===== src/rtl/dtd_pkg.sv =====
`timescale 1ns / 1ps
// Shared types, codes and constants of the DER TLV decoder.
// No dependencies; imported by dtd_core, dtd_out_reg, der_tlv_decoder_unit, der_tlv_checker and tb.
package dtd_pkg;

	localparam int unsigned DefLengthBytes = 4;
	localparam logic [7:0]  IndefByte      = 8'h80;

	typedef enum logic [4:0] {
		PH_IDLE      = 5'b00001,
		PH_LEN_FIRST = 5'b00010,
		PH_LEN_MORE  = 5'b00100,
		PH_CONTENT   = 5'b01000,
		PH_DEAD      = 5'b10000
	} phase_t;

	typedef enum logic [1:0] {
		KIND_CONTENT = 2'd0,
		KIND_HEADER  = 2'd1,
		KIND_ERROR   = 2'd2
	} kind_t;

	typedef enum logic [2:0] {
		ERR_NEED_MORE    = 3'd0,
		ERR_BAD_TAG      = 3'd1,
		ERR_INDEFINITE   = 3'd2,
		ERR_LEN_TOO_LONG = 3'd3,
		ERR_LEN_OVERRUN  = 3'd4,
		ERR_CONT_OVERRUN = 3'd5
	} err_t;

	typedef struct packed {
		logic        last;
		err_t        error_code;
		logic [31:0] content_length;
		logic [7:0]  value_byte;
		kind_t       kind;
	} res_t;

endpackage


===== src/rtl/dtd_core.sv =====
`timescale 1ns / 1ps
// Parser state and combinational step logic of the DER TLV decoder.
// Depends on dtd_pkg.
module dtd_core import dtd_pkg::*; #(
	parameter int unsigned MAX_LEN_OCTETS = DefLengthBytes
) (
	input  logic        clk,
	input  logic        arst_n,
	input  logic        step,
	input  logic        start_req,
	input  logic [7:0]  byte_value,
	input  logic [7:0]  want_tag,
	input  logic [31:0] avail_len,
	output logic        res_valid,
	output res_t        res
);

	localparam int unsigned LbW = $clog2(MAX_LEN_OCTETS + 1);

	phase_t          phase_q, phase_n;
	logic [LbW-1:0]  lbl_q, lbl_n;
	logic [31:0]     acc_q, acc_n;
	logic [31:0]     bl_q, bl_n;
	logic [31:0]     cl_q, cl_n;
	logic            ovf_q, ovf_n;

	logic            do_fail;
	err_t            fail_code;
	logic            do_hdr;
	logic [31:0]     hdr_len;
	logic            do_byte;
	logic [6:0]      n_len;

	always_comb begin
		phase_n   = phase_q;
		lbl_n     = lbl_q;
		acc_n     = acc_q;
		bl_n      = bl_q;
		cl_n      = cl_q;
		ovf_n     = ovf_q;
		do_fail   = 1'b0;
		fail_code = ERR_NEED_MORE;
		do_hdr    = 1'b0;
		hdr_len   = '0;
		do_byte   = 1'b0;
		n_len     = byte_value[6:0];
		if (start_req) begin
			lbl_n = '0;
			acc_n = '0;
			cl_n  = '0;
			ovf_n = 1'b0;
			bl_n  = '0;
			if (avail_len == 32'd0) begin
				do_fail = 1'b1;
			end else if (byte_value != want_tag) begin
				do_fail   = 1'b1;
				fail_code = ERR_BAD_TAG;
			end else begin
				bl_n = avail_len - 32'd1;
				if (avail_len == 32'd1)
					do_fail = 1'b1;
				else
					phase_n = PH_LEN_FIRST;
			end
		end else begin
			unique case (phase_q)
				PH_LEN_FIRST: begin
					bl_n = bl_q - 32'd1;
					if (byte_value == IndefByte) begin
						do_fail   = 1'b1;
						fail_code = ERR_INDEFINITE;
					end else if (!byte_value[7]) begin
						if ({24'd0, byte_value} > bl_n) begin
							do_fail   = 1'b1;
							fail_code = ERR_CONT_OVERRUN;
						end else begin
							do_hdr  = 1'b1;
							hdr_len = {24'd0, byte_value};
						end
					end else if (n_len > 7'(MAX_LEN_OCTETS)) begin
						do_fail   = 1'b1;
						fail_code = ERR_LEN_TOO_LONG;
					end else if ({25'd0, n_len} > bl_n) begin
						do_fail   = 1'b1;
						fail_code = ERR_LEN_OVERRUN;
					end else begin
						lbl_n   = LbW'(n_len);
						acc_n   = '0;
						ovf_n   = 1'b0;
						phase_n = PH_LEN_MORE;
					end
				end
				PH_LEN_MORE: begin
					ovf_n = ovf_q | (acc_q[31:24] != 8'd0);
					acc_n = {acc_q[23:0], byte_value};
					if (bl_q != 32'd0)
						bl_n = bl_q - 32'd1;
					if (lbl_q != '0)
						lbl_n = lbl_q - LbW'(1);
					if (lbl_n == '0) begin
						if (ovf_n || acc_n > bl_n) begin
							do_fail   = 1'b1;
							fail_code = ERR_CONT_OVERRUN;
						end else begin
							do_hdr  = 1'b1;
							hdr_len = acc_n;
						end
					end
				end
				PH_CONTENT: begin
					if (cl_q != 32'd0)
						cl_n = cl_q - 32'd1;
					if (bl_q != 32'd0)
						bl_n = bl_q - 32'd1;
					do_byte = 1'b1;
					if (cl_n == 32'd0)
						phase_n = PH_IDLE;
				end
				default: ;
			endcase
		end

		res_valid = do_fail | do_hdr | do_byte;
		res       = '0;
		if (do_fail) begin
			phase_n        = PH_DEAD;
			res.kind       = KIND_ERROR;
			res.error_code = fail_code;
			res.last       = 1'b1;
		end else if (do_hdr) begin
			res.kind           = KIND_HEADER;
			res.content_length = hdr_len;
			if (hdr_len == 32'd0) begin
				phase_n  = PH_IDLE;
				res.last = 1'b1;
			end else begin
				cl_n    = hdr_len;
				phase_n = PH_CONTENT;
			end
		end else if (do_byte) begin
			res.kind       = KIND_CONTENT;
			res.value_byte = byte_value;
			res.last       = (cl_n == 32'd0);
		end
	end

	always_ff @(posedge clk or negedge arst_n) begin
		if (!arst_n) begin
			phase_q <= PH_IDLE;
			lbl_q   <= '0;
			acc_q   <= '0;
			bl_q    <= '0;
			cl_q    <= '0;
			ovf_q   <= 1'b0;
		end else if (step) begin
			phase_q <= phase_n;
			lbl_q   <= lbl_n;
			acc_q   <= acc_n;
			bl_q    <= bl_n;
			cl_q    <= cl_n;
			ovf_q   <= ovf_n;
		end
	end

	a_start_only_errors: assert property (@(posedge clk) disable iff (!arst_n)
		step && start_req && res_valid |-> res.kind == KIND_ERROR)
		else $error("start item produced a non-error result");

	a_error_kills: assert property (@(posedge clk) disable iff (!arst_n)
		step && res_valid && res.kind == KIND_ERROR |=> phase_q == PH_DEAD)
		else $error("parser not dead after error");

	a_lbl_in_len_more: assert property (@(posedge clk) disable iff (!arst_n)
		lbl_q != '0 |-> phase_q == PH_LEN_MORE)
		else $error("length bytes pending outside length phase");

	a_content_nonzero: assert property (@(posedge clk) disable iff (!arst_n)
		phase_q == PH_CONTENT |-> cl_q != 32'd0)
		else $error("content phase with nothing left");

endmodule


===== src/rtl/dtd_out_reg.sv =====
`timescale 1ns / 1ps
// Result register of the DER TLV decoder, drives the master stream side.
// Depends on dtd_pkg.
module dtd_out_reg import dtd_pkg::*; (
	input  logic        clk,
	input  logic        arst_n,
	input  logic        load,
	input  res_t        res,
	output logic        ready,
	output logic        m_axis_tvalid,
	input  logic        m_axis_tready,
	output logic [47:0] m_axis_tdata,  // value_byte, content_length, error_code, zero pad
	output logic [1:0]  m_axis_tuser,  // kind
	output logic        m_axis_tlast   // last
);

	res_t res_q;

	assign ready = !m_axis_tvalid || m_axis_tready;

	always_ff @(posedge clk or negedge arst_n) begin
		if (!arst_n) begin
			m_axis_tvalid <= 1'b0;
		end else if (ready) begin
			m_axis_tvalid <= load;
		end
	end

	always_ff @(posedge clk) begin
		if (ready && load)
			res_q <= res;
	end

	assign m_axis_tdata = {5'd0, res_q.error_code, res_q.content_length, res_q.value_byte};
	assign m_axis_tuser = res_q.kind;
	assign m_axis_tlast = res_q.last;

endmodule


===== src/rtl/der_tlv_decoder_unit.sv =====
`timescale 1ns / 1ps
// DER TLV decoder, top level: input register, parser core, result register.
// Depends on dtd_pkg, dtd_core and dtd_out_reg.

// One DER byte per item, one item per cycle; items are registered on input and results
// again on output. An item with tuser set opens an element: its byte is the tag,
// checked against the required tag, and avail_len counts the bytes left in the buffer
// including it. The length follows in short or long form (at most MAX_LEN_OCTETS
// length bytes); a header item (kind 1) gives the content length, then each content
// byte comes out as kind 0, tlast on the final one. An error (kind 2) ends the element
// and later bytes give nothing until the next start. Bytes that cause no result are
// consumed silently. The input takes an item every cycle unless a result is held
// back on the master side.
module der_tlv_decoder_unit import dtd_pkg::*; #(
	parameter int unsigned MAX_LEN_OCTETS = DefLengthBytes
) (
	input  logic        clk,
	input  logic        arst_n,
	input  logic        s_axis_tvalid,
	output logic        s_axis_tready,
	input  logic [47:0] s_axis_tdata,  // byte_value, want_tag, avail_len
	input  logic        s_axis_tuser,  // start_req
	output logic        m_axis_tvalid,
	input  logic        m_axis_tready,
	output logic [47:0] m_axis_tdata,  // value_byte, content_length, error_code, zero pad
	output logic [1:0]  m_axis_tuser,  // kind
	output logic        m_axis_tlast   // last
);

	logic        valid_s1;
	logic        start_s1;
	logic [7:0]  byte_s1;
	logic [7:0]  tag_s1;
	logic [31:0] avail_s1;

	logic        out_ready;
	logic        step;
	logic        res_valid;
	res_t        res;

	assign step          = valid_s1 && out_ready;
	assign s_axis_tready = !valid_s1 || out_ready;

	always_ff @(posedge clk or negedge arst_n) begin
		if (!arst_n) begin
			valid_s1 <= 1'b0;
		end else if (s_axis_tready) begin
			valid_s1 <= s_axis_tvalid;
		end
	end

	always_ff @(posedge clk) begin
		if (s_axis_tready && s_axis_tvalid) begin
			start_s1 <= s_axis_tuser;
			byte_s1  <= s_axis_tdata[7:0];
			tag_s1   <= s_axis_tdata[15:8];
			avail_s1 <= s_axis_tdata[47:16];
		end
	end

	dtd_core #(
		.MAX_LEN_OCTETS(MAX_LEN_OCTETS)
	) u_core (
		.clk         (clk),
		.arst_n      (arst_n),
		.step        (step),
		.start_req   (start_s1),
		.byte_value  (byte_s1),
		.want_tag    (tag_s1),
		.avail_len   (avail_s1),
		.res_valid   (res_valid),
		.res         (res)
	);

	dtd_out_reg u_out (
		.clk          (clk),
		.arst_n       (arst_n),
		.load         (step && res_valid),
		.res          (res),
		.ready        (out_ready),
		.m_axis_tvalid(m_axis_tvalid),
		.m_axis_tready(m_axis_tready),
		.m_axis_tdata (m_axis_tdata),
		.m_axis_tuser (m_axis_tuser),
		.m_axis_tlast (m_axis_tlast)
	);

endmodule


===== config.mk =====
export PLATFORM = sky130hd
export DESIGN_NAME = der_tlv_decoder_unit
export DESIGN_NICKNAME = d
export VERILOG_FILES = /design/src/rtl/dtd_pkg.sv /design/src/rtl/dtd_core.sv /design/src/rtl/dtd_out_reg.sv /design/src/rtl/der_tlv_decoder_unit.sv
export SDC_FILE = /design/constraint.sdc
export NUM_CORES = 1
export LEC_CHECK = 0
export BUFFER_PORTS_ARGS = -buffer_cell sky130_fd_sc_hd__buf_4
export CORE_MARGIN = 2
export CORE_UTILIZATION = 35
export CTS_BUF_LIST = sky130_fd_sc_hd__clkbuf_8 sky130_fd_sc_hd__clkbuf_16
export CTS_CLUSTER_SIZE = 24
export DETAILED_ROUTE_END_ITERATION = 16
export MAX_ROUTING_LAYER = met4
export PLACE_DENSITY = 0.51
export RECOVER_POWER = 25
export SLEW_MARGIN = 20
export SYNTH_ARGS = -nofsm -noshare
export SYNTH_HDL_FRONTEND = slang
export SYNTH_SLANG_ARGS = --single-unit

===== constraint.sdc =====
create_clock -name clk -period 6.7 [get_ports clk]
set_clock_uncertainty 0.15 [all_clocks]
set_input_delay 1.675 -clock clk [delete_from_list [all_inputs] [get_ports clk]]
set_output_delay 1.675 -clock clk [all_outputs]
set_load 0.03 [all_outputs]

==> flow_summary.yaml, run 1 <==
worst_setup_path:
  cp_common_cell: "nand2_1"
  arrival_ns: 5.97
  rr_endpoint: "u_core.cl_q[27]"
  endpoint_kind: "flip-flop"
  crit_buf_inv: 3
  crit_type: "reg -> reg"
  crit_family: "simple AND/OR/NAND/NOR gates"
  max_stage_delay_ns: 0.61
  crit_path_max_fanout: 13
  worstSetupStartpointType: "flip-flop"
  crit_path_top_delay_cell: "or4_1"
  crit_path_cell_trace: "inv_1 -> ha_1 -> nor3b_1 -> buf_4 -> nand4_1 -> nor3_2 -> nand2_1 -> xnor2_1 -> nand2_1 -> ha_1 -> nand4_1 -> or4_1 -> a311oi_1 -> nor2_1 -> nand2_1 -> and2_1 -> o21ai_1 -> buf_4 -> o31ai_1"
  crit_required_ns: 7.01
  r2r_start: "u_core.bl_q[0]"
  rrSetupSlack_ns: 1.03
  reg2reg_depth: 19
layout:
  nNetsFinal: 1490
  area_delta_synth_final_pct: 15.9
  layout-drive-gt1-share_pct: 13.3
  antennaDiodeCount: 0
  final_area_um2: 14600
  final_common_cell: "nor2_1"
  mostFrequentLayoutCells: "nor2_1 (127), nand2_1 (107), dfrtp_1 (106)"
  fin_util_pct: 41.2
  stdcell_count: 1871
placed_design:
  post-place-ws_ns: 1.08
  portBuffers: 100
  dp.final_hpwl_um: 28200
  place_congestion: 0.910
  dp.cells: 1823
  dpl_cell_area_um2: 13800
power:
  p_leak_nw: 5.71
  irDropWorstVdd_uv: 184
  total_power_mw: 4.34
  power.density_nw_per_um2: 296
sta:
  fin_hold_ws_ns: 0.349
  fin_crit_sh_pct: 84.6
  fin_ws_ns: 1.03
  fin_crit_ns: 5.67
  setup_tns_ns: 0
  worst_pin_slew_ns: 2.91
  maxSlewViolCount: 98
  relSlewSlack_pct: -93.7
  rsz0062_at_grt: "false"
  fmax_mhz: 177
  hold_violations: 0
  finalSetupViolations: 0
clock_network:
  cts-buffers-inserted: 26
  cts_buffer_depth: 3
  root_buffer: "clkbuf_16"
  htreeDepth: 1
  clk_pin_slew_ns: 0.06
  cts_sinks: 202
  tritoncts: "done"
  post_cts_resized: 0
  clock_latency_ns: 0.55
  hold_buffers: 0
  postCtsSetupBuffers: 0
global_routing:
  track_usage_pct: 21.2
  grt_max_degree: 62
  grt_util_met3_pct: 2.40
  grt_use_met1_pct: 28.5
  overflow: 0
  busiest_layer: "met2"
  grt_pass1_wl_um: 62100
  use_met2_pct: 33.8
  grt_antenna_before_repair: 1
  grt_pass1_vias: 10500
flow_run:
  cap_violations: 2
run_status:
  violations: "max-capacitance violations, max-slew violations"
  outcome: "finished with violations"
worst_hold_path:
  hold_end: "u_core.acc_q[26]"
  hold_depth: 1
  hp-class: "reg -> reg"
  hp-start: "u_core.acc_q[26]"
routing:
  drt-initial-drc-count: 1062
  wl_per_cell_um: 21.0
  vias: 10900
  drtAntennaViolNets: 0
  drc_errors: 0
  drt_pass1_iterations: 5
  viasPerCell: 5.81
  wirelength_um: 39200
die:
  fp.dieH_um: 194
  io_pins: 106
  initial_core_util_pct: 35.5
  die_area_um2: 37600
  core_region_area_um2: 35600
  chipWidth_um: 194
  rows: 69
synthesis:
  synth_top_cell_by_area: "edfxtp_1"
  ys_warn_count: 0
  ys.flop_type: "dfrtp_1"
  yosysSeqAreaShare_pct: 43.8
  synth_edf_count: 95
  ys_ff_latch: 202
  syn_area_um2: 12600
  postSynthAreaPerCell_um2: 9.50
  synthCells: 1329
  synth_area_leaders: "edfxtp_1 (23%), dfrtp_1 (21%), ha_1 (4.7%), a22o_1 (3.9%), nor2_1 (3.8%)"
  async_flop_share_pct: 53.0
  yosys.cell_types.count: 84
  netlist.area_leader.share_pct: 22.6
[worst max-delay path by stage]
| stage | start | endpoint | slack [ns] | depth (start not counted) |
|---|---|---|---|---|
| floorplan | u_core.bl_q[3] | u_out.m_axis_tdata[0] | 0.57 | 16 |
| global placement | u_core.bl_q[0] | u_out.m_axis_tdata[22] | 1.16 | 19 |
| detailed placement | u_core.bl_q[0] | u_out.m_axis_tdata[35] | 1.08 | 19 |
| CTS | u_core.bl_q[0] | u_out.m_axis_tdata[35] | 1.05 | 19 |
| global route | u_core.bl_q[0] | u_core.cl_q[27] | 0.60 | 19 |
| finish | u_core.bl_q[0] | u_core.cl_q[27] | 1.03 | 19 |
[metal layers]
layer / vias to the layer above / part of all wire [%]
li1: 5140 / -
met1: 5351 / 45
met2: 319 / 48
met3: 64 / 4.5
met4: 0 / 2.7
met5: - / 0
[Yosys cell counts (all sizes together) (21+ instances only)]
master and number:
edfxtp 95, nor3 59, ha 47, and2 40
nor2 127, o22ai 24, clkbuf 66, inv 30
xor2 32, a21oi 41, dfrtp 106, buf 22
and3 21, nor4 55, o21ai 75, a22o 56
xnor2 41, nand2 107
[sequential cells by signal, summed over array words and instances, names as in the netlist, 2 cells and up]
register	flops
u_out.m_axis_tuser	2
u_out.m_axis_tdata	43
u_core.acc_q	32
tag_s1	8
avail_s1	32
u_core.lbl_q	3
u_core.bl_q	32
u_core.phase_q	5
u_core.cl_q	32
byte_s1	8
[report_power, final]
part / switching (mW) / internal, mW / total [mW]
Sequential: 0.224 / 1.45 / 1.67
Clock: 0.565 / 0.864 / 1.43
Combinational: 0.753 / 0.482 / 1.23
[kinds of logic after synthesis]
family / after synthesis / synth area share, %
AND/OR/NAND/NOR: 554 / 23.4
adder cells (fa/ha/maj): 47 / 4.66
multiplexers: 7 / 0.555
XOR/XNOR: 73 / 5.06
AO/OA/AOI/OAI: 327 / 18.5
flip-flops: 202 / 43.8
buffers and inverters: 118 / 4.07
other: 1 / 0.0297
[cell type report]
cell class                      instances  area [um^2]
Fill cell                            3547        20900
Multi-Input combinational cell       1013         6660
Sequential cell                       202         5530
Timing Repair Buffer                  117          883
Clock buffer                           29          703
Tap cell                              461          577
Clock inverter                         19          173
Inverter                               30          113
(Power assumes the default switching activity.)
==> run 2, diff against run 1 <==
- clock period: 6.7 -> 5.2 ns (I/O delays scaled with it)
==> run 2 against run 1 <==
Largest power group unchanged. Wire length increased by 2.1%. Total power up 29%. Via count increased by 0.56%. Sequential power rose by 28%. Clock power increased by 20%. Cell area rose by 3.5%. The flow still finishes with violations (max-capacitance violations, max-slew violations). Cell count is 2.2% higher. Global-route usage rose by 0.54 points. Clock-buffer cell count is 2 lower. Sequential share of layout area fell by 1.3 points. First-iteration DRC count shrank 16%.
==> flow_summary.yaml, run 2 (synthesis gave the netlist of run 1 again) <==
run_status:
  outcome: "finished with violations"
  violations: "max-capacitance violations, max-slew violations"
layout:
  stdcell_count: 1912
  nNetsFinal: 1533
  area_delta_synth_final_pct: 19.9
  mostFrequentLayoutCells: "nor2_1 (122), nand2_1 (106), dfrtp_1 (106)"
  fill_cells: 3519
  final_common_cell: "nor2_1"
  layout-drive-gt1-share_pct: 17.4
  largest_reg_flops: 43
die:
  io_pins: 106
  rows: 69
  fp.dieH_um: 194
  core_region_area_um2: 35600
  die_area_um2: 37600
  initial_core_util_pct: 35.5
  chipWidth_um: 194
power:
  p_sw_share_pct: 35.6
  p_leak_nw: 5.95
  pwr-share-comb_pct: 31.0
  irDropWorstVdd_uv: 239
  p_switching_mw: 1.99
  p_int_mw: 3.60
  p_clk_share_pct: 30.7
  total_power_mw: 5.59
  seqPwrFrac_pct: 38.3
  power.density_nw_per_um2: 369
worst_hold_path:
  hp-class: "reg -> reg"
routing:
  viasPerCell: 5.72
  drt_pass1_iterations: 5
  drt-initial-drc-count: 893
  wirelength_um: 40000
  drtAntennaViolNets: 0
  vias: 10900
  drc_errors: 0
  wl_per_cell_um: 20.9
sta:
  relSlewSlack_pct: -66.4
  fin_ws_ns: 0.199
  fin_crit_sh_pct: 96.2
  hold_violations: 0
  maxSlewViolCount: 43
  setup_tns_ns: 0
  fin_hold_ws_ns: 0.349
  fin_crit_ns: 5.00
  worst_pin_slew_ns: 2.50
  finalSetupViolations: 0
  fmax_mhz: 200
clock_network:
  root_buffer: "clkbuf_16"
  htreeDepth: 1
  clock_latency_ns: 0.55
  tritoncts: "done"
  clk_pin_slew_ns: 0.06
  cts_buffer_depth: 3
  cts-buffers-inserted: 24
  cts_sinks: 202
global_routing:
  grt_util_met3_pct: 2.73
  use_met2_pct: 34.9
  overflow: 0
  grt_pass1_vias: 10800
  track_usage_pct: 21.7
  grt_antenna_before_repair: 1
  grt_pass1_wl_um: 63100
  busiest_layer: "met2"
  grt_use_met1_pct: 28.5
  grt_max_degree: 53
placed_design:
  place_congestion: 0.906
  portBuffers: 100
  dp.final_hpwl_um: 29300
  post-place-ws_ns: 0.134
  dp.cells: 1860
worst_setup_path:
  crit_type: "reg -> reg"
  arrival_ns: 5.11
  crit_required_ns: 5.31
  crit_path_max_fanout: 20
  endpoint_kind: "flip-flop"
  worstSetupStartpointType: "flip-flop"
flow_run:
  cap_violations: 1
run 2: metal layers:
layer | part of all wire (%) | wire, um
met1 | 46 | 18200
met5 | 0 | 0
met3 | 3.7 | 1490
met2 | 48 | 19100
met4 | 2.8 | 1130
run 2: worst paths after layout:
path | end | start | depth (start not counted) | slack, ns
worst max-delay path | u_out.m_axis_tdata[3] | u_core.bl_q[6] | 18 | 0.20
worst min-delay path | u_core.acc_q[26] | u_core.acc_q[26] | 1 | 0.35
worst max register to register | u_out.m_axis_tdata[3] | u_core.bl_q[6] | 18 | 0.20
worst min register to register | u_core.acc_q[26] | u_core.acc_q[26] | 1 | 0.35
max in group asynchronous | u_core.bl_q[24] | arst_n | 2 | 1.42
min in group asynchronous | u_core.cl_q[3] | arst_n | 1 | 1.36
run 2: power groups by stage:
stage	combinational (mW)	clock [mW]	sequential, mW
floorplan	1.18	0	2.08
global placement	1.66	0	2.16
detailed placement	1.68	0	2.16
CTS	1.68	1.77	2.13
global route	1.92	1.84	2.17
finish	1.73	1.72	2.14
run 2: stage by stage:
step	util [%]	cell area, um^2
after floorplan	-	12700
after global placement	39.7	14100
after detailed placement	39.7	14100
after CTS	42.0	14900
after global routing	42.6	15100
final	42.6	15100
run 2: cell type report:
type	instances	area, um^2	share of cell area [%]
clock inverters	16	158	1.04
flip-flops and latches	202	5530	36.5
clock buffers	27	642	4.24
diodes	1	2.50	0.0165
multi-input cells	1013	6850	45.2
inverters	30	115	0.760
well taps	461	577	3.81
repair buffers	162	1270	8.42
run 2: timing repair:
action / CTS / global route
buffers inserted: 0 / 7
gates resized for setup: 0 / 25
hold buffers: 0 / 0
endpoints found under the setup margin: 0 / 75
run 2: worst max-delay path: stages, from the launching register on:
cell,delay (ns)
dfrtp_1,0.41
or4_4,0.60
or3_4,0.45
buf_4,0.16
or3_1,0.37
nand2_1,0.10
nand2_1,0.07
ha_1,0.29
and4_1,0.24
nand4_1,0.21
a21o_1,0.23
a311oi_2,0.32
nor2_2,0.10
nor2_1,0.18
nor2b_1,0.08
and3_4,0.18
a21oi_4,0.23
buf_4,0.17
buf_12,0.16
==> run 3, diff against run 2 <==
- HOLD_SLACK_MARGIN: not set -> 0.12
- clock period: 5.2 -> 4 ns (I/O delays scaled with it)
==> run 3 against run 2 <==
The flow finishes with violations (max-capacitance violations, max-slew violations, negative setup slack). Core utilization grew 7.7 points. Critical path depth stayed put. Sequential power up 26%. Sequential share of layout area is 5.6 points lower. Register-to-register slack lost 0.86 ns. Total power up 39%. Clock power rose by 23%. Cell area is 18% higher. Via count rose by 11%. Die area is the same. Maximum frequency up 7.4%. Wire length rose by 9.9%. Critical endpoint is now u_out.m_axis_tdata[32]. Largest power group is now combinational logic. Highest routed layer unchanged.
==> flow_summary.yaml, run 3 (synthesis gave the netlist of run 1 again) <==
power:
  p_int_mw: 5.00
  p_leak_nw: 7.38
  p_switching_mw: 2.78
  total_power_mw: 7.78
  irDropWorstVdd_uv: 331
  p_sw_share_pct: 35.7
  p_clk_share_pct: 27.1
  seqPwrFrac_pct: 34.7
  power.density_nw_per_um2: 435
  pwr-share-comb_pct: 38.2
placed_design:
  dpl_cell_area_um2: 15600
  portBuffers: 100
  post-place-ws_ns: -0.891
  dp.cells: 2037
  dp.final_hpwl_um: 31700
  place_congestion: 0.932
run_status:
  violations: "max-capacitance violations, max-slew violations, negative setup slack"
  outcome: "finished with violations"
die:
  die_area_um2: 37600
  fp.dieH_um: 194
  chipWidth_um: 194
  rows: 69
  initial_core_util_pct: 35.5
  io_pins: 106
  core_region_area_um2: 35600
sta:
  setup_tns_ns: -66.99
  fin_hold_ws_ns: 0.353
  relSlewSlack_pct: -96.5
  hold_violations: 0
  finalSetupViolations: 120
  fin_crit_ns: 4.66
  rsz0062_at_grt: "true"
  maxSlewViolCount: 47
  fin_crit_sh_pct: 116
  fmax_mhz: 215
  worst_pin_slew_ns: 2.95
  fin_ws_ns: -0.657
global_routing:
  grt_antenna_before_repair: 0
  grt_max_degree: 53
  grt_pass1_wl_um: 68200
  overflow: 0
  grt_pass1_vias: 11900
  track_usage_pct: 23.4
routing:
  viasPerCell: 5.64
  drt-initial-drc-count: 958
  drc_errors: 0
  vias: 12100
  wirelength_um: 44000
  drt_pass1_iterations: 5
  wl_per_cell_um: 20.5
  drtAntennaViolNets: 0
worst_setup_path:
  crit_path_max_fanout: 6
  worstSetupStartpointType: "flip-flop"
  crit_type: "reg -> reg"
  max_stage_delay_ns: 0.60
  cp_common_cell: "or4_4"
  crit_buf_inv: 3
  crit_required_ns: 4.16
  crit_path_top_delay_cell: "or4_4"
  endpoint_kind: "flip-flop"
  arrival_ns: 4.82
  crit_family: "simple AND/OR/NAND/NOR gates"
  crit_path_cell_trace: "or4_4 -> or3_4 -> nor2_4 -> nand2_4 -> nor4_2 -> o21ai_0 -> nand2_1 -> ha_1 -> nand4_1 -> or4_4 -> a311oi_4 -> buf_4 -> nor3_4 -> a21oi_2 -> and3_4 -> a21oi_4 -> buf_12 -> clkbuf_16"
layout:
  stdcell_count: 2144
  antennaDiodeCount: 0
  layout-drive-gt1-share_pct: 34.5
  seqCellArea_um2: 5530
  nNetsFinal: 1765
  area_delta_synth_final_pct: 41.5
  final_common_cell: "buf_4"
  fill_cells: 3285
  largest_reg_flops: 43
  fin_util_pct: 50.2
  final_area_um2: 17900
  multi_input_area_um2: 7390
  mostFrequentLayoutCells: "buf_4 (267), nor2_1 (116), dfrtp_1 (104)"
flow_run:
  cap_violations: 1
clock_network:
  tritoncts: "done"
  clock_latency_ns: 0.55
  hold_buffers: 0
  cts-buffers-inserted: 24
  clk_pin_slew_ns: 0.05
  htreeDepth: 1
  root_buffer: "clkbuf_16"
  cts_buffer_depth: 3
  cts_sinks: 202
worst_hold_path:
  hp-class: "reg -> reg"
==> run 3: cell type report <==
cell class,count,share of cell area (%)
Timing Repair Buffer,393,19.5
Tap cell,461,3.23
Clock buffer,24,3.36
Inverter,30,0.672
Timing Repair inverter,1,0.0630
Clock inverter,20,0.840
Sequential cell,202,31.0
Multi-Input combinational cell,1013,41.4
==> run 3: final timing paths <==
check / startpoint / end / slack (ns) / cells past startpoint
setup / recovery: u_core.bl_q[5] / u_out.m_axis_tdata[32] / -0.66 / 18
hold / removal: u_core.acc_q[25] / u_core.acc_q[25] / 0.35 / 1
setup reg to reg: u_core.bl_q[5] / u_out.m_axis_tdata[32] / -0.66 / 18
hold reg to reg: u_core.acc_q[25] / u_core.acc_q[25] / 0.35 / 1
max in group asynchronous: arst_n / u_core.bl_q[19] / 0.74 / 1
min in group asynchronous: arst_n / u_core.cl_q[3] / 1.25 / 1
==> run 3: what timing repair did <==
action / in CTS / in global routing
resized for setup: 145 / 71
pin swaps: 26 / 39
setup buffers: 49 / 18
setup endpoints to repair: 120 / 135
cloned: 7 / 4
==> run 3: worst register-to-register path, stage by stage, from the launching register on <==
cell       delay [ns]
dfrtp_1          0.37
or4_4            0.59
or3_4            0.42
nor2_4           0.16
nand2_4          0.09
nor4_2           0.19
o21ai_0          0.18
nand2_1          0.13
ha_1             0.14
nand4_1          0.11
or4_4            0.60
a311oi_4         0.31
buf_4            0.18
nor3_4           0.05
a21oi_2          0.15
and3_4           0.22
a21oi_4          0.07
buf_12           0.17
clkbuf_16        0.17
==> run 3: layer usage <==
layer | track usage (%) | share of wire, %
met4 | 7.32 | 3.4
met3 | 2.73 | 4.3
met1 | 30.1 | 44
met2 | 38.6 | 49
met5 | - | 0
==> run 3: power by group through the flow <==
stage	Clock (mW)	Sequential (mW)	Combinational, mW
3_3_place_gp	0	2.72	2.65
4_1_cts	2.16	2.69	2.84
3_5_place_dp	0	2.72	2.68
2_1_floorplan	0	2.71	1.55
6_report	2.11	2.70	2.97
5_1_grt	2.25	2.73	3.24
